<file path="src/hw/rtl/aes_gcm_authenticated_cipher_unit_macros.svh">
// ----------------------------------------------------------------------------
// AES-GCM unit assertion macros
// Concurrent assertion helpers that are empty in synthesis builds.
// ----------------------------------------------------------------------------
`ifndef AES_GCM_AUTHENTICATED_CIPHER_UNIT_MACROS_SVH
`define AES_GCM_AUTHENTICATED_CIPHER_UNIT_MACROS_SVH
`ifndef SYNTHESIS
`define AGCU_ASSERT(lbl, prop, msg) \
  lbl: assert property (@(posedge clk_i) disable iff (!rst_ni) prop) \
    else $error(msg);
`define AGCU_ASSERT_NEVER(lbl, cond, msg) \
  lbl: assert property (@(posedge clk_i) disable iff (!rst_ni) !(cond)) \
    else $error(msg);
`else
`define AGCU_ASSERT(lbl, prop, msg)
`define AGCU_ASSERT_NEVER(lbl, cond, msg)
`endif
`endif

</file>
<file path="src/hw/rtl/agcu_pkg.sv">
// ----------------------------------------------------------------------------
// AES-GCM unit package
// Shared item and result types, register indexes and AES/GCM helper functions.
// ----------------------------------------------------------------------------
`default_nettype none

package agcu_pkg;

  localparam int BlockBytes = 16;
  localparam logic [7:0] GfPoly = 8'he1;
  localparam logic [7:0] RcPoly = 8'h1b;
  localparam int IvDirectBytes = 12;

  typedef enum logic [2:0] {
    OP_START  = 3'd0,
    OP_IV     = 3'd1,
    OP_AAD    = 3'd2,
    OP_TEXT   = 3'd3,
    OP_FINISH = 3'd4
  } op_e;

  typedef enum logic [1:0] {
    RK_TEXT    = 2'd0,
    RK_TAG     = 2'd1,
    RK_VERDICT = 2'd2
  } rkind_e;

  typedef enum logic [2:0] {
    REG_KEY0     = 3'd0,
    REG_KEY1     = 3'd1,
    REG_KEY2     = 3'd2,
    REG_KEY3     = 3'd3,
    REG_KEY_SIZE = 3'd4,
    REG_TAG      = 3'd5
  } reg_e;

  typedef struct packed {
    op_e          op;
    logic         decrypt;
    logic [127:0] data;
    logic [4:0]   nbytes;
  } item_t;

  typedef struct packed {
    rkind_e       kind;
    logic [127:0] data;
    logic [4:0]   nbytes;
    logic         match;
  } result_t;

  typedef struct packed {
    logic kexp;
    logic enc;
  } aes_req_t;

  localparam logic [0:255][7:0] SBOX = {
    128'h637c777bf26b6fc53001672bfed7ab76, 128'hca82c97dfa5947f0add4a2af9ca472c0,
    128'hb7fd9326363ff7cc34a5e5f171d83115, 128'h04c723c31896059a071280e2eb27b275,
    128'h09832c1a1b6e5aa0523bd6b329e32f84, 128'h53d100ed20fcb15b6acbbe394a4c58cf,
    128'hd0efaafb434d338545f9027f503c9fa8, 128'h51a3408f929d38f5bcb6da2110fff3d2,
    128'hcd0c13ec5f974417c4a77e3d645d1973, 128'h60814fdc222a908846eeb814de5e0bdb,
    128'he0323a0a4906245cc2d3ac629195e479, 128'he7c8376d8dd54ea96c56f4ea657aae08,
    128'hba78252e1ca6b4c6e8dd741f4bbd8b8a, 128'h703eb5664803f60e613557b986c11d9e,
    128'he1f8981169d98e949b1e87e9ce5528df, 128'h8ca1890dbfe6426841992d0fb054bb16
  };

  function automatic logic [7:0] xt(input logic [7:0] b);
    return {b[6:0], 1'b0} ^ (b[7] ? RcPoly : 8'h00);
  endfunction

  function automatic logic [31:0] sub_word(input logic [31:0] w);
    return {SBOX[w[31:24]], SBOX[w[23:16]], SBOX[w[15:8]], SBOX[w[7:0]]};
  endfunction

  function automatic logic [127:0] aes_round(input logic [127:0] s, input logic last);
    logic [7:0]   a [16];
    logic [7:0]   t [16];
    logic [7:0]   x, a0, a1, a2, a3;
    logic [127:0] r;
    for (int i = 0; i < 16; i++) a[i] = s[127 - 8 * i -: 8];
    for (int c = 0; c < 4; c++)
      for (int i = 0; i < 4; i++) t[c * 4 + i] = SBOX[a[((c + i) & 3) * 4 + i]];
    if (!last) begin
      for (int c = 0; c < 4; c++) begin
        a0 = t[c * 4];
        a1 = t[c * 4 + 1];
        a2 = t[c * 4 + 2];
        a3 = t[c * 4 + 3];
        x = a0 ^ a1 ^ a2 ^ a3;
        t[c * 4]     = a0 ^ x ^ xt(a0 ^ a1);
        t[c * 4 + 1] = a1 ^ x ^ xt(a1 ^ a2);
        t[c * 4 + 2] = a2 ^ x ^ xt(a2 ^ a3);
        t[c * 4 + 3] = a3 ^ x ^ xt(a3 ^ a0);
      end
    end
    for (int i = 0; i < 16; i++) r[127 - 8 * i -: 8] = t[i];
    return r;
  endfunction

  function automatic logic [127:0] lead_mask(input logic [4:0] n);
    logic [127:0] m;
    for (int b = 0; b < BlockBytes; b++) m[127 - 8 * b -: 8] = (5'(b) < n) ? 8'hff : 8'h00;
    return m;
  endfunction

  function automatic logic [127:0] inc32(input logic [127:0] v);
    return {v[127:32], v[31:0] + 32'd1};
  endfunction

endpackage

`default_nettype wire

</file>
<file path="src/hw/rtl/agcu_front.sv">
// ----------------------------------------------------------------------------
// AES-GCM unit front end
// Accepts input transfers, drops items that cannot act, masks short blocks
// and queues the rest for the back end.
// ----------------------------------------------------------------------------
`default_nettype none

module agcu_front (
  input  wire logic           clk_i,
  input  wire logic           rst_ni,
  input  wire logic           s_valid_i,
  output logic                s_ready_o,
  input  wire logic [2:0]     s_op_i,
  input  wire logic           s_dec_i,
  input  wire logic [127:0]   s_block_i,
  input  wire logic [4:0]     s_count_i,
  output logic                item_valid_o,
  input  wire logic           item_ready_i,
  output agcu_pkg::item_t     item_o
);

  agcu_pkg::item_t fifo_q [2];
  agcu_pkg::item_t cls;
  logic            wptr_q, rptr_q;
  logic [1:0]      cnt_q;
  logic            keep, push, pop;
  logic [4:0]      nsat;

  always_comb begin
    nsat = (s_count_i > 5'd16) ? 5'd16 : s_count_i;
    cls.op = agcu_pkg::op_e'(s_op_i);
    cls.decrypt = s_dec_i;
    cls.nbytes = nsat;
    cls.data = s_block_i;
    keep = 1'b0;
    case (s_op_i) inside
      agcu_pkg::OP_START, agcu_pkg::OP_FINISH: keep = 1'b1;
      agcu_pkg::OP_IV, agcu_pkg::OP_AAD, agcu_pkg::OP_TEXT: begin
        keep = (s_count_i != 5'd0);
        cls.data = s_block_i & agcu_pkg::lead_mask(nsat);
      end
      default: keep = 1'b0;
    endcase
  end

  assign s_ready_o    = (cnt_q != 2'd2);
  assign item_valid_o = (cnt_q != 2'd0);
  assign item_o       = fifo_q[rptr_q];
  assign push         = s_valid_i && s_ready_o && keep;
  assign pop          = item_valid_o && item_ready_i;

  always_ff @(posedge clk_i) begin
    if (push) fifo_q[wptr_q] <= cls;
  end

  always_ff @(posedge clk_i or negedge rst_ni) begin
    if (!rst_ni) begin
      wptr_q <= 1'b0;
      rptr_q <= 1'b0;
      cnt_q  <= 2'd0;
    end else begin
      if (push) wptr_q <= ~wptr_q;
      if (pop) rptr_q <= ~rptr_q;
      cnt_q <= cnt_q + {1'b0, push} - {1'b0, pop};
    end
  end

endmodule

`default_nettype wire

</file>
<file path="config.mk">
export PLATFORM = sky130hd
export DESIGN_NAME = agcu_front
export DESIGN_NICKNAME = d
export VERILOG_FILES = /design/src/hw/rtl/aes_gcm_authenticated_cipher_unit_macros.svh /design/src/hw/rtl/agcu_pkg.sv /design/src/hw/rtl/agcu_front.sv
export SDC_FILE = /design/constraint.sdc
export NUM_CORES = 1
export LEC_CHECK = 0
export ABC_AREA = 0
export BUFFER_PORTS_ARGS = -buffer_cell sky130_fd_sc_hd__buf_4
export CAP_MARGIN = 15
export CELL_PAD_IN_SITES_DETAIL_PLACEMENT = 2
export CELL_PAD_IN_SITES_GLOBAL_PLACEMENT = 2
export CORE_AREA = 4 4 176 178
export CTS_BUF_LIST = sky130_fd_sc_hd__clkbuf_8 sky130_fd_sc_hd__clkbuf_16
export CTS_CLUSTER_DIAMETER = 80
export DETAILED_ROUTE_END_ITERATION = 16
export DIE_AREA = 0 0 180 182
export PLACE_DENSITY = 0.84
export SYNTH_ARGS = -nofsm -noshare
export SYNTH_HDL_FRONTEND = slang
export SYNTH_SLANG_ARGS = --single-unit
</file>
<file path="constraint.sdc">
create_clock -name clk_i -period 10.05 [get_ports clk_i]
set_clock_uncertainty 0.2 [all_clocks]
set_input_delay 1.005 -clock clk_i [delete_from_list [all_inputs] [get_ports clk_i]]
set_output_delay 1.005 -clock clk_i [all_outputs]
set_load 0.01 [all_outputs]
</file>
==> results.json <==
{
  "die_h_um": 182,
  "cts-hold-fix-buffers": 0,
  "setup.worst_path.start": "rptr_q",
  "hp-class": "primary input to asynchronous set/reset pin",
  "rows": 63,
  "criticalPathCategory": "flop to output pin",
  "io_pins": 280,
  "placed_area_mm2": 0.0137,
  "pwr-share-comb": 0.297,
  "p_per_area_mw_per_mm2": 253,
  "gp_congestion": 0.737,
  "grt_pass1_wl_mm": 44.3,
  "grt_usage": 0.174,
  "wire_per_inst_um": 22.3,
  "setup_violations": 0,
  "setup_tns_ps": 0,
  "synth_nets": 755,
  "synth_cell_types": 32,
  "end_kind": "output pin",
  "maxSlewViolCount": 0,
  "yosysWarnings": 0,
  "placed_cells": 1269,
  "hold_viol": 0,
  "fin_total_pwr_uw": 3690,
  "ir_worst_vdd_mv": 0.144,
  "leakage_uw": 0.00545,
  "max-slew-margin-rel": 0.242,
  "seqPwrFrac": 0.428,
  "drt_iter0_markers": 334,
  "worstSkewPairLatency_ps": 540,
  "worstSetupStartpointType": "flop",
  "cts-root-buf": "clkbuf_16",
  "drv_cap": 0,
  "grt_max_degree": 82,
  "postCtsSetupBuffers": 0,
  "dieArea_mm2": 0.0328,
  "whs_ps": 43.0,
  "avgSynthCellArea_um2": 18.1,
  "drive_gt1_frac": 0.518,
  "clk_pin_slew_worst_paths_ps": 60,
  "wirelength_mm": 29.6,
  "cts_resized": 0,
  "reg2reg_depth": 6,
  "grt_overflow_total": 0,
  "reg2reg_slack_ps": 6060,
  "rsz0062_at_grt": "false",
  "syn_to_final_growth_pct": 31.5,
  "required_ps": 8850,
  "r2r_start": "cnt_q[0]",
  "portBuffers": 279,
  "hpwl_mm": 20.9,
  "via_per_inst": 4.78,
  "cts_tree": "yes",
  "cts.sinks": 278,
  "ys_seq_elements": 278,
  "swShare": 0.286,
  "finalCriticalPeriod_ps": 4390,
  "regToRegEndpoint": "fifo_q[0][79]",
  "stdcell_count": 1327,
  "final_antenna_net_count": 0,
  "die_w_um": 180,
  "drc": 0,
  "worstMarginPinSlew_ps": 1140,
  "numCtsBuffers": 31,
  "synthCells": 612,
  "drtPass1Iterations": 4,
  "status": "finished clean",
  "finalInstanceArea_mm2": 0.0146,
  "cts_buffer_depth": 3,
  "crit_fanout": 81,
  "final_cell_mix": "buf_4 (287), edfxtp_1 (274), mux2_2 (137)",
  "vias": 6338,
  "final_nets": 1056,
  "synth_seq_area_share": 0.751,
  "n_antenna_cell": 0,
  "htree_levels": 1,
  "timing.fmax_mhz": 228,
  "cp_data_arrival_time_ps": 3190,
  "grt_pass1_vias": 7240,
  "power.share.clock": 0.276,
  "coreArea_mm2": 0.0294,
  "finalCritPeriodShare": 0.437,
  "final_common_cell": "buf_4",
  "p_int_uw": 2640,
  "antenna_found_initial": 0,
  "synthesis.area_mm2": 0.0111,
  "start_util": 0.377,
  "p_switching_uw": 1060
}
[worst max-delay path, cell delays in order, from the launching register on]
cell and delay, ps:
dfrtp_4 970, buf_4 960, mux2_2 440, buf_4 150
[cells by family (layout without fill, tap and decap cells)]
| logic type | after synthesis | after routing | synth area share |
|---|---|---|---|
| simple gates | 156 | 156 | 0.0885 |
| xor+xnor | 4 | 4 | 0.00316 |
| fa+ha+maj | 2 | 2 | 0.00226 |
| mux | 137 | 137 | 0.139 |
| compound gates | 12 | 12 | 0.00666 |
| buf+inv | 23 | 348 | 0.00881 |
| flops | 278 | 278 | 0.751 |
[area by class of cell]
| type | count | area, µm² |
|---|---|---|
| Clock buffer | 31 | 776 |
| Clock inverter | 26 | 140 |
| Fill cell | 2721 | 14800 |
| Inverter | 3 | 11.3 |
| Multi-Input combinational cell | 311 | 2670 |
| Sequential cell | 278 | 8330 |
| Tap cell | 390 | 488 |
| Timing Repair Buffer | 288 | 2160 |
[stage by stage]
step                      utilization  setup slack, ps
after detailed placement        0.464             5180
final                           0.496             5660
after CTS                       0.496             5580
after floorplan                     -             1600
after global routing            0.496             5430
after global placement          0.464             5260
[power groups by stage]
stage | Clock (µW) | Combinational, µW | Sequential [µW]
3_5_place_dp | 0 | 1120 | 1610
6_report | 1020 | 1100 | 1580
5_1_grt | 1100 | 1180 | 1600
2_1_floorplan | 0 | 617 | 1570
4_1_cts | 1050 | 1120 | 1590
3_3_place_gp | 0 | 1100 | 1590
[worst max-delay path by stage]
stage / endpoint / slack (ps) / cells after the start
3_5_place_dp: fifo_q[0][79] / 5180 / 7
3_3_place_gp: fifo_q[0][17] / 5260 / 7
5_1_grt: fifo_q[0][78] / 5430 / 7
6_report: item_o[80] / 5660 / 3
2_1_floorplan: fifo_q[0][0] / 1600 / 4
4_1_cts: item_o[18] / 5580 / 3
[layer usage]
| layer | GRT usage | up-vias | wire (µm) | share of wire |
|---|---|---|---|---|
| li1 | - | 2894 | - | - |
| met1 | 0.210 | 3167 | 11700 | 0.40 |
| met2 | 0.309 | 227 | 15100 | 0.51 |
| met3 | 0.0473 | 50 | 1920 | 0.065 |
| met4 | 0.0479 | 0 | 858 | 0.029 |
| met5 | 0 | - | 0 | 0 |
[synth_stat cells, drive strengths merged]
master | n | area [µm²]
a21oi | 2 | 10.0
a31o | 1 | 8.76
and2 | 98 | 626
and2b | 15 | 116
buf | 3 | 16.3
clkbuf | 16 | 60.1
dfrtp | 4 | 100
dlygate4sd3 | 1 | 10.0
edfxtp | 274 | 8230
ha | 2 | 25.0
inv | 3 | 11.3
mux2 | 137 | 1540
nand2 | 8 | 30.0
nand2b | 1 | 6.26
nand3 | 1 | 5.00
nor2 | 5 | 18.8
nor2b | 21 | 131
nor3 | 2 | 10.0
o21a | 1 | 7.51
o21ai | 5 | 25.0
o21bai | 1 | 7.51
o31ai | 2 | 15.0
or2 | 4 | 30.0
or4 | 1 | 7.51
xnor2 | 2 | 17.5
xor2 | 2 | 17.5
[registers in the layout, summed over array words and instances, names as in the netlist]
signal  count
fifo_q    274
rptr_q      1
cnt_q       2
wptr_q      1
(Power assumes the default switching activity.)
